===== src/sv/inw_pkg.sv =====
// shared types, constants and helper functions for the indian number speller
// no dependencies; imported by every module of the block
package inw_pkg;

    // input value and binary to decimal conversion
    localparam int VALUE_W       = 30;
    localparam int DIGITS        = 9;
    localparam int DIGIT_W       = 4;
    localparam int BCD_W         = DIGITS * DIGIT_W;
    localparam int BITS_PER_STEP = 3;
    localparam int STEPS         = VALUE_W / BITS_PER_STEP;
    localparam int STEP_CNT_W    = $clog2(STEPS + 1);

    localparam logic [VALUE_W-1:0] VALUE_MAX = 30'd999999999;

    // queue between the front and back parts
    localparam int QUEUE_DEPTH = 2;
    localparam int QPTR_W      = $clog2(QUEUE_DEPTH);
    localparam int QCNT_W      = $clog2(QUEUE_DEPTH + 1);

    // token codes
    localparam int CODE_W = 5;
    typedef logic [CODE_W-1:0] t_code;

    localparam t_code CODE_ONE       = 5'd0;
    localparam t_code CODE_TENS_BASE = 5'd17;
    localparam t_code CODE_CRORE     = 5'd27;
    localparam t_code CODE_LAKH      = 5'd28;
    localparam t_code CODE_THOUSAND  = 5'd29;
    localparam t_code CODE_HUNDRED   = 5'd30;
    localparam t_code CODE_AND       = 5'd31;

    // token slots in spoken order
    localparam int NUM_SLOTS = 14;
    localparam int SLOT_W    = $clog2(NUM_SLOTS);

    localparam int SLOT_CRORE_A    = 0;
    localparam int SLOT_CRORE_B    = 1;
    localparam int SLOT_CRORE_S    = 2;
    localparam int SLOT_LAKH_A     = 3;
    localparam int SLOT_LAKH_B     = 4;
    localparam int SLOT_LAKH_S     = 5;
    localparam int SLOT_THOUSAND_A = 6;
    localparam int SLOT_THOUSAND_B = 7;
    localparam int SLOT_THOUSAND_S = 8;
    localparam int SLOT_HUNDRED_A  = 9;
    localparam int SLOT_HUNDRED_S  = 10;
    localparam int SLOT_AND        = 11;
    localparam int SLOT_LAST_A     = 12;
    localparam int SLOT_LAST_B     = 13;

    // one converted item moving from front to back
    typedef struct packed {
        logic             err;
        logic [BCD_W-1:0] bcd;
    } t_job;

    // tokens of one two-digit group
    typedef struct packed {
        logic  nz;
        logic  a_en;
        t_code a_code;
        logic  b_en;
        t_code b_code;
    } t_grp;

    // one double-dabble step: adjust every digit, then shift one bit in
    function automatic logic [BCD_W-1:0] bcd_shift_in(input logic [BCD_W-1:0] bcd,
                                                      input logic b);
        logic [BCD_W-1:0] adj;
        adj = bcd;
        for (int d = 0; d < DIGITS; d++) begin
            if (adj[DIGIT_W*d +: DIGIT_W] >= 4'd5) begin
                adj[DIGIT_W*d +: DIGIT_W] = adj[DIGIT_W*d +: DIGIT_W] + 4'd3;
            end
        end
        return {adj[BCD_W-2:0], b};
    endfunction

    // word tokens of a group given its tens and units digits
    function automatic t_grp plan_group(input logic [DIGIT_W-1:0] t,
                                        input logic [DIGIT_W-1:0] u);
        t_grp g;
        logic big;
        big      = (t >= 4'd2);
        g.nz     = (t != '0) || (u != '0);
        g.a_en   = g.nz;
        g.a_code = big ? (t_code'(t) + CODE_TENS_BASE)
                       : (t_code'(u) + (t[0] ? 5'd10 : 5'd0) - 5'd1);
        g.b_en   = big && (u != '0);
        g.b_code = t_code'(u) - 5'd1;
        return g;
    endfunction

endpackage


===== src/sv/inw_front.sv =====
// front part: accepts a value, flags range errors, converts it to decimal digits
// depends on inw_pkg
module inw_front import inw_pkg::*; (
    input  logic               i_clk,
    input  logic               i_rst_n,
    input  logic               i_valid,
    output logic               o_ready,
    input  logic [VALUE_W-1:0] i_value,
    output logic               o_push_valid,
    input  logic               i_push_ready,
    output t_job               o_push_job
);

    logic                  r_busy, n_busy;
    logic [STEP_CNT_W-1:0] r_cnt, n_cnt;
    logic [VALUE_W-1:0]    r_shift, n_shift;
    logic [BCD_W-1:0]      r_bcd, n_bcd;
    logic                  r_err, n_err;
    logic                  done;
    logic                  accept;
    logic [BCD_W-1:0]      step_bcd;

    // conversion finished, waiting for the queue
    assign done         = r_busy && (r_cnt == STEP_CNT_W'(STEPS));
    assign o_ready      = !r_busy || (done && i_push_ready);
    assign accept       = i_valid && o_ready;
    assign o_push_valid = done;
    assign o_push_job   = '{err: r_err, bcd: r_bcd};

    // several dabble steps per cycle
    always_comb begin
        step_bcd = r_bcd;
        for (int k = 0; k < BITS_PER_STEP; k++) begin
            step_bcd = bcd_shift_in(step_bcd, r_shift[VALUE_W-1-k]);
        end
    end

    // next state of the converter
    always_comb begin
        n_busy  = r_busy;
        n_cnt   = r_cnt;
        n_shift = r_shift;
        n_bcd   = r_bcd;
        n_err   = r_err;
        if (done && i_push_ready) begin
            n_busy = 1'b0;
        end
        if (accept) begin
            n_busy  = 1'b1;
            n_cnt   = '0;
            n_shift = i_value;
            n_bcd   = '0;
            n_err   = (i_value == '0) || (i_value > VALUE_MAX);
        end else if (r_busy && !done) begin
            n_bcd   = step_bcd;
            n_shift = r_shift << BITS_PER_STEP;
            n_cnt   = r_cnt + 1'b1;
        end
    end

    // control registers
    always_ff @(posedge i_clk) begin
        if (!i_rst_n) begin
            r_busy <= 1'b0;
            r_cnt  <= '0;
        end else begin
            r_busy <= n_busy;
            r_cnt  <= n_cnt;
        end
    end

    // payload registers
    always_ff @(posedge i_clk) begin
        r_shift <= n_shift;
        r_bcd   <= n_bcd;
        r_err   <= n_err;
    end

endmodule


===== src/sv/inw_queue.sv =====
// short first-in first-out queue of converted items between front and back
// depends on inw_pkg
module inw_queue import inw_pkg::*; (
    input  logic i_clk,
    input  logic i_rst_n,
    input  logic i_push_valid,
    output logic o_push_ready,
    input  t_job i_push_job,
    output logic o_pop_valid,
    input  logic i_pop_ready,
    output t_job o_pop_job
);

    t_job              r_mem [QUEUE_DEPTH];
    logic [QPTR_W-1:0] r_wr_ptr, n_wr_ptr;
    logic [QPTR_W-1:0] r_rd_ptr, n_rd_ptr;
    logic [QCNT_W-1:0] r_count, n_count;
    logic              push;
    logic              pop;

    assign o_push_ready = (r_count != QCNT_W'(QUEUE_DEPTH));
    assign o_pop_valid  = (r_count != '0);
    assign o_pop_job    = r_mem[r_rd_ptr];
    assign push         = i_push_valid && o_push_ready;
    assign pop          = o_pop_valid && i_pop_ready;

    // pointer and fill count update
    always_comb begin
        n_wr_ptr = r_wr_ptr;
        n_rd_ptr = r_rd_ptr;
        n_count  = r_count;
        if (push) begin
            n_wr_ptr = (r_wr_ptr == QPTR_W'(QUEUE_DEPTH - 1)) ? '0 : r_wr_ptr + 1'b1;
        end
        if (pop) begin
            n_rd_ptr = (r_rd_ptr == QPTR_W'(QUEUE_DEPTH - 1)) ? '0 : r_rd_ptr + 1'b1;
        end
        if (push && !pop) begin
            n_count = r_count + 1'b1;
        end else if (pop && !push) begin
            n_count = r_count - 1'b1;
        end
    end

    always_ff @(posedge i_clk) begin
        if (!i_rst_n) begin
            r_wr_ptr <= '0;
            r_rd_ptr <= '0;
            r_count  <= '0;
        end else begin
            r_wr_ptr <= n_wr_ptr;
            r_rd_ptr <= n_rd_ptr;
            r_count  <= n_count;
        end
    end

    // entry storage
    always_ff @(posedge i_clk) begin
        if (push) begin
            r_mem[r_wr_ptr] <= i_push_job;
        end
    end

endmodule


===== src/sv/inw_back.sv =====
// back part: plans the token slots of one item and sends one token per transfer
// depends on inw_pkg
module inw_back import inw_pkg::*; (
    input  logic  i_clk,
    input  logic  i_rst_n,
    input  logic  i_pop_valid,
    output logic  o_pop_ready,
    input  t_job  i_pop_job,
    output logic  o_valid,
    input  logic  i_ready,
    output t_code o_word_code,
    output logic  o_last_word,
    output logic  o_range_error
);

    logic [NUM_SLOTS-1:0]             r_mask, n_mask;
    logic [NUM_SLOTS-1:0][CODE_W-1:0] r_codes, n_codes;
    logic                             r_err, n_err;
    logic                             r_o_valid, n_o_valid;
    t_code                            r_o_code, n_o_code;
    logic                             r_o_last, n_o_last;
    logic                             r_o_err, n_o_err;

    logic [NUM_SLOTS-1:0]             plan_mask;
    logic [NUM_SLOTS-1:0][CODE_W-1:0] plan_codes;
    logic [DIGITS-1:0][DIGIT_W-1:0]   dig;
    t_grp                             g_crore, g_lakh, g_thousand, g_last;
    logic                             upper_nz;

    logic [SLOT_W-1:0]    sel;
    logic [NUM_SLOTS-1:0] rest;
    logic                 out_free;
    logic                 emit;
    logic                 load;

    // token plan of the item at the head of the queue
    always_comb begin
        dig        = i_pop_job.bcd;
        g_crore    = plan_group(dig[8], dig[7]);
        g_lakh     = plan_group(dig[6], dig[5]);
        g_thousand = plan_group(dig[4], dig[3]);
        g_last     = plan_group(dig[1], dig[0]);
        upper_nz   = g_crore.nz || g_lakh.nz || g_thousand.nz || (dig[2] != '0);

        plan_mask  = '0;
        plan_codes = '0;

        plan_mask[SLOT_CRORE_A]     = g_crore.a_en;
        plan_codes[SLOT_CRORE_A]    = g_crore.a_code;
        plan_mask[SLOT_CRORE_B]     = g_crore.b_en;
        plan_codes[SLOT_CRORE_B]    = g_crore.b_code;
        plan_mask[SLOT_CRORE_S]     = g_crore.nz;
        plan_codes[SLOT_CRORE_S]    = CODE_CRORE;

        plan_mask[SLOT_LAKH_A]      = g_lakh.a_en;
        plan_codes[SLOT_LAKH_A]     = g_lakh.a_code;
        plan_mask[SLOT_LAKH_B]      = g_lakh.b_en;
        plan_codes[SLOT_LAKH_B]     = g_lakh.b_code;
        plan_mask[SLOT_LAKH_S]      = g_lakh.nz;
        plan_codes[SLOT_LAKH_S]     = CODE_LAKH;

        plan_mask[SLOT_THOUSAND_A]  = g_thousand.a_en;
        plan_codes[SLOT_THOUSAND_A] = g_thousand.a_code;
        plan_mask[SLOT_THOUSAND_B]  = g_thousand.b_en;
        plan_codes[SLOT_THOUSAND_B] = g_thousand.b_code;
        plan_mask[SLOT_THOUSAND_S]  = g_thousand.nz;
        plan_codes[SLOT_THOUSAND_S] = CODE_THOUSAND;

        plan_mask[SLOT_HUNDRED_A]   = (dig[2] != '0);
        plan_codes[SLOT_HUNDRED_A]  = t_code'(dig[2]) - 5'd1;
        plan_mask[SLOT_HUNDRED_S]   = (dig[2] != '0);
        plan_codes[SLOT_HUNDRED_S]  = CODE_HUNDRED;

        // and only joins a non-zero last group to something before it
        plan_mask[SLOT_AND]         = g_last.nz && upper_nz;
        plan_codes[SLOT_AND]        = CODE_AND;

        plan_mask[SLOT_LAST_A]      = g_last.a_en;
        plan_codes[SLOT_LAST_A]     = g_last.a_code;
        plan_mask[SLOT_LAST_B]      = g_last.b_en;
        plan_codes[SLOT_LAST_B]     = g_last.b_code;

        // out of range: a single flagged token
        if (i_pop_job.err) begin
            plan_mask               = '0;
            plan_mask[SLOT_CRORE_A] = 1'b1;
            plan_codes[SLOT_CRORE_A] = CODE_ONE;
        end
    end

    // lowest pending slot goes next
    always_comb begin
        sel = '0;
        for (int i = NUM_SLOTS - 1; i >= 0; i--) begin
            if (r_mask[i]) begin
                sel = SLOT_W'(i);
            end
        end
        rest = r_mask & (r_mask - 1'b1);
    end

    assign out_free    = !r_o_valid || i_ready;
    assign emit        = (r_mask != '0) && out_free;
    assign o_pop_ready = (r_mask == '0) || (emit && (rest == '0));
    assign load        = i_pop_valid && o_pop_ready;

    // slot sequencing and output register
    always_comb begin
        n_mask    = r_mask;
        n_codes   = r_codes;
        n_err     = r_err;
        n_o_valid = r_o_valid && !i_ready;
        n_o_code  = r_o_code;
        n_o_last  = r_o_last;
        n_o_err   = r_o_err;
        if (emit) begin
            n_o_valid = 1'b1;
            n_o_code  = r_codes[sel];
            n_o_last  = (rest == '0);
            n_o_err   = r_err;
            n_mask    = rest;
        end
        if (load) begin
            n_mask  = plan_mask;
            n_codes = plan_codes;
            n_err   = i_pop_job.err;
        end
    end

    always_ff @(posedge i_clk) begin
        if (!i_rst_n) begin
            r_mask    <= '0;
            r_o_valid <= 1'b0;
        end else begin
            r_mask    <= n_mask;
            r_o_valid <= n_o_valid;
        end
    end

    always_ff @(posedge i_clk) begin
        r_codes  <= n_codes;
        r_err    <= n_err;
        r_o_code <= n_o_code;
        r_o_last <= n_o_last;
        r_o_err  <= n_o_err;
    end

    assign o_valid       = r_o_valid;
    assign o_word_code   = r_o_code;
    assign o_last_word   = r_o_last;
    assign o_range_error = r_o_err;

endmodule


===== src/sv/indian_number_to_word_tokens_core.sv =====
// Indian-system number speller: one binary value in, a stream of word tokens out.
// Input channel i_valid/o_ready carries i_value; output channel o_valid/i_ready
// carries o_word_code, o_last_word (final token of the value) and o_range_error.
// A value of zero or above 999999999 gives one token with o_range_error set.
// The front converts the value to nine decimal digits, three bits a cycle:
// a value is taken, then the conversion steps run; while busy, the input takes a
// new value only in the same cycle that the finished one moves on to the queue.
// A two-entry queue sits between the front and the back part.
// The back sends one token per cycle from its output register while the
// receiver takes them; an item has 1 to 14 tokens, with no gap between items.
// The front converts a new value while the back still sends earlier tokens.
// With the queue and back empty, a value goes through the conversion, the queue
// entry, the back's slot registers and its output register to its first token.
// Reset (synchronous, active low) empties the converter, queue and output.
// When the receiver stalls the output register holds its token, the back
// stops, the queue fills and then o_ready stays low until room appears.
// depends on inw_pkg, inw_front, inw_queue, inw_back
module indian_number_to_word_tokens_core import inw_pkg::*; (
    input  logic               i_clk,
    input  logic               i_rst_n,
    input  logic               i_valid,
    output logic               o_ready,
    input  logic [VALUE_W-1:0] i_value,
    output logic               o_valid,
    input  logic               i_ready,
    output logic [CODE_W-1:0]  o_word_code,
    output logic               o_last_word,
    output logic               o_range_error
);

    logic w_push_valid;
    logic w_push_ready;
    t_job w_push_job;
    logic w_pop_valid;
    logic w_pop_ready;
    t_job w_pop_job;

    // accept, range check and decimal conversion
    inw_front u_front (
        .i_clk        (i_clk),
        .i_rst_n      (i_rst_n),
        .i_valid      (i_valid),
        .o_ready      (o_ready),
        .i_value      (i_value),
        .o_push_valid (w_push_valid),
        .i_push_ready (w_push_ready),
        .o_push_job   (w_push_job)
    );

    // decoupling queue
    inw_queue u_queue (
        .i_clk        (i_clk),
        .i_rst_n      (i_rst_n),
        .i_push_valid (w_push_valid),
        .o_push_ready (w_push_ready),
        .i_push_job   (w_push_job),
        .o_pop_valid  (w_pop_valid),
        .i_pop_ready  (w_pop_ready),
        .o_pop_job    (w_pop_job)
    );

    // token planning and output
    inw_back u_back (
        .i_clk         (i_clk),
        .i_rst_n       (i_rst_n),
        .i_pop_valid   (w_pop_valid),
        .o_pop_ready   (w_pop_ready),
        .i_pop_job     (w_pop_job),
        .o_valid       (o_valid),
        .i_ready       (i_ready),
        .o_word_code   (o_word_code),
        .o_last_word   (o_last_word),
        .o_range_error (o_range_error)
    );

    // a range error is a single token with the first code
    a_err_single: assert property (@(posedge i_clk) disable iff (!i_rst_n)
        o_valid && o_range_error |-> o_last_word && (o_word_code == CODE_ONE))
        else $error("range error token is not a lone first-code token");

    // and never ends a value
    a_and_not_last: assert property (@(posedge i_clk) disable iff (!i_rst_n)
        o_valid && o_last_word |-> (o_word_code != CODE_AND))
        else $error("and token marked as last word");

    // the converter is busy in the cycle after a transfer in
    a_front_busy: assert property (@(posedge i_clk) disable iff (!i_rst_n)
        i_valid && o_ready |=> !o_ready)
        else $error("front ready straight after taking a value");

    // a converted item is held by the front while the queue is full
    a_queue_room: assert property (@(posedge i_clk) disable iff (!i_rst_n)
        w_push_valid && !w_push_ready |=> w_push_valid && $stable(w_push_job))
        else $error("converted item lost while queue full");

endmodule

===== config.mk =====
export PLATFORM = sky130hd
export DESIGN_NAME = indian_number_to_word_tokens_core
export DESIGN_NICKNAME = d
export VERILOG_FILES = /design/src/sv/inw_pkg.sv /design/src/sv/inw_front.sv /design/src/sv/inw_queue.sv /design/src/sv/inw_back.sv /design/src/sv/indian_number_to_word_tokens_core.sv
export SDC_FILE = /design/constraint.sdc
export NUM_CORES = 1
export LEC_CHECK = 0
export ABC_CLOCK_PERIOD_IN_PS = 5550
export BUFFER_PORTS_ARGS = -buffer_cell sky130_fd_sc_hd__buf_2
export CAP_MARGIN = 20
export CORE_AREA = 5 5 165 246
export CTS_CLUSTER_SIZE = 30
export DETAILED_ROUTE_END_ITERATION = 7
export DIE_AREA = 0 0 170 251
export PLACE_DENSITY = 0.53
export SYNTH_ARGS = -nofsm -noshare
export SYNTH_HDL_FRONTEND = slang
export SYNTH_SLANG_ARGS = --single-unit

===== constraint.sdc =====
create_clock -name i_clk -period 5.55 [get_ports i_clk]
set_input_delay 0.555 -clock i_clk [delete_from_list [all_inputs] [get_ports i_clk]]
set_output_delay 0.555 -clock i_clk [all_outputs]
set_load 0.05 [all_outputs]

==> results.json <==
{
  "status": "completed",
  "whs_endpoint": "u_front.r_shift[6]",
  "io_pins": 43,
  "fin_crit_ns": 3.81,
  "grt_max_degree": 67,
  "cts_setup_buffers": 0,
  "drt_iter0_drc": 401,
  "io_buffers": 42,
  "num_rows": 88,
  "setup_violations": 0,
  "synthArstFlopShare": 0,
  "ys_seq_area_frac": 0.455,
  "hpwl_um": 21500,
  "synth_fp_nets": 1462,
  "cp-end-kind": "flip-flop",
  "worstReg2RegEnd": "u_front.r_bcd[14]",
  "gp_congestion": 0.800,
  "startpoint_type": "flip-flop",
  "grt_pass1_wl_um": 47600,
  "grt-ovfl-total": 0,
  "slew_headroom": 0.295,
  "min_path_cells": 3,
  "fmax_mhz": 263,
  "clkSlewWorstSetupHoldPaths_ns": 0.07,
  "synth_area_leaders": "edfxtp_1, ha_1, dfxtp_1",
  "drive_above_1_share": 0.102,
  "r2r-start": "u_front.r_bcd[12]",
  "cts_buffers": 24,
  "antenna_found_initial": 0,
  "synth-edff-count": 158,
  "area_delta_synth_final_pct": 12.1,
  "cts_resized": 0,
  "cts_root_buf": "clkbuf_16",
  "diodes": 0,
  "die_area_um2": 42700,
  "setup_tns_ns": 0,
  "track_usage": 0.135,
  "first_pass_iters": 5,
  "min-delay-start": "i_value[6]",
  "dieWidth_um": 170,
  "drt-total-wl_um": 29200,
  "hp-class": "input port to flip-flop",
  "ys.flop_type": "edfxtp_1",
  "cp_data_arrival_time_ns": 4.19,
  "maxCapViolCount": 0,
  "htreeDepth": 1,
  "insertion_delay_ns": 0.54,
  "route.detailed.wl_per_inst_um": 15.5,
  "synthesis.area_um2": 13100,
  "dieHeight_um": 251,
  "regToRegSetupSlack_ns": 1.74,
  "cts_buffer_depth": 3,
  "synth_top_cells_by_count": "edfxtp_1, nand2_1, inv_1",
  "nNetsFinal": 1505,
  "antenna_left": 0,
  "clkSinkCount": 219,
  "netlist.top_cell.by_area": "edfxtp_1",
  "required_ns": 5.94,
  "synth_area_per_cell_um2": 9.89,
  "synth_cell_type_count": 68,
  "num_vias": 9612,
  "cts_hold_buffers": 0,
  "drc": 0,
  "tritoncts": "yes",
  "grt_pass1_vias": 9513,
  "hold_viol": 0,
  "viasPerCell": 5.11,
  "finalCritPeriodShare": 0.686,
  "syn_inst": 1326,
  "tightest_slew_ns": 1.05,
  "yosysWarnings": 0,
  "coreArea_um2": 38200,
  "fin_worst_skew_ns": 0.0253,
  "worstPathMaxFanout": 6,
  "initial_core_util": 0.343,
  "yosysMostFrequentCell": "edfxtp_1",
  "criticalPathCategory": "flip-flop to flip-flop",
  "final_max_slew_viol_count": 0,
  "ys_ff_latch": 219,
  "r2r_cells": 16,
  "rsz0062_at_grt": "false",
  "yosysTopAreaCellShare": 0.362
}
-- how the worst max path moves through the flow --
stage	start	cells after the start	end
3_5_place_dp	u_front.r_bcd[1]	18	u_front.r_bcd[2]
6_report	u_front.r_bcd[12]	16	u_front.r_bcd[14]
4_1_cts	u_front.r_bcd[1]	18	u_front.r_bcd[2]
2_1_floorplan	flip-flop	15	u_back.r_codes[18]
3_3_place_gp	u_front.r_bcd[12]	16	u_front.r_bcd[14]
5_1_grt	u_front.r_bcd[1]	18	u_front.r_bcd[2]
-- worst max-delay path: stages, from the launching register on --
cell and delay [ns]:
dfxtp_1 0.44, inv_1 0.09, ha_1 0.24, nand2b_1 0.12, a21oi_1 0.09, xnor2_1 0.30, inv_1 0.11, ha_1 0.24
nor2b_1 0.14, o31ai_1 0.47, xnor2_1 0.28, inv_1 0.12, ha_1 0.25, nor2b_1 0.15, o21ai_0 0.31, mux2i_1 0.23
o21ai_0 0.08
-- logic make-up after synthesis --
group | Yosys count | synth area share
simple gates | 426 | 0.159
mux | 90 | 0.0717
compound gates | 281 | 0.133
xor+xnor | 55 | 0.0367
fa+ha+maj | 102 | 0.0996
buf+inv | 153 | 0.0455
flops | 219 | 0.455
-- metrics by stage --
step | util | hold slack [ns] | worst slack [ns] | area [µm²] | std cells
after floorplan | - | 0.400 | 2.02 | 13100 | 1326
after global placement | 0.364 | 0.406 | 1.85 | 13900 | 1838
after detailed placement | 0.364 | 0.405 | 1.81 | 13900 | 1838
after CTS | 0.385 | 0.272 | 1.77 | 14700 | 1882
after global routing | 0.385 | 0.293 | 1.39 | 14700 | 1882
final | 0.385 | 0.309 | 1.74 | 14700 | 1882
-- area by class of cell --
class,count,area [µm²]
sequential,219,5970
fill,3736,23500
clock buffer,29,671
inverter,116,435
timing repair buffer,54,300
clock inverter,15,135
tap,495,619
multi-input combinational,954,6590
-- flip-flops by register name, indices dropped and copies added, names as in the netlist, named ones only --
| signal | cells |
|---|---|
| u_queue.r_rd_ptr | 1 |
| u_front.r_busy | 1 |
| u_back.o_word_code | 5 |
| u_back.r_err | 1 |
| u_front.r_bcd | 36 |
| u_front.r_err | 1 |
| u_back.o_range_error | 1 |
| u_queue.r_wr_ptr | 1 |
| u_front.r_shift | 30 |
| u_back.r_mask | 14 |
| u_front.r_cnt | 4 |
| u_queue.r_mem | 74 |
| u_back.o_valid | 1 |
| u_back.r_codes | 45 |
| u_queue.r_count | 2 |
| u_back.o_last_word | 1 |
-- per-layer routing --
layer	global-route usage	wire (µm)	share of wire
met1	0.151	11700	0.40
met2	0.259	15700	0.54
met3	0.0162	791	0.027
met4	0.0505	945	0.032
met5	0	0	0
-- placed cells by master (no fill, tap or decap), types with 30 or more instances in the layout --
| master | netlist | final |
|---|---|---|
| nand2_1 | 134 | 133 |
| nor3_1 | 43 | 43 |
| xnor2_1 | 33 | 33 |
| mux2i_1 | 61 | 61 |
| o21ai_0 | 90 | 89 |
| inv_1 | 114 | 114 |
| edfxtp_1 | 158 | 158 |
| dfxtp_1 | 61 | 60 |
| a21oi_1 | 71 | 71 |
| buf_2 | 3 | 42 |
| nand3_1 | 55 | 55 |
| nand2b_1 | 30 | 30 |
| ha_1 | 98 | 98 |
| nor2_1 | 72 | 71 |
Power is left out: the tool's default activity adds up to more than one toggle a clock period on the data nets, which glitch-free logic cannot reach.
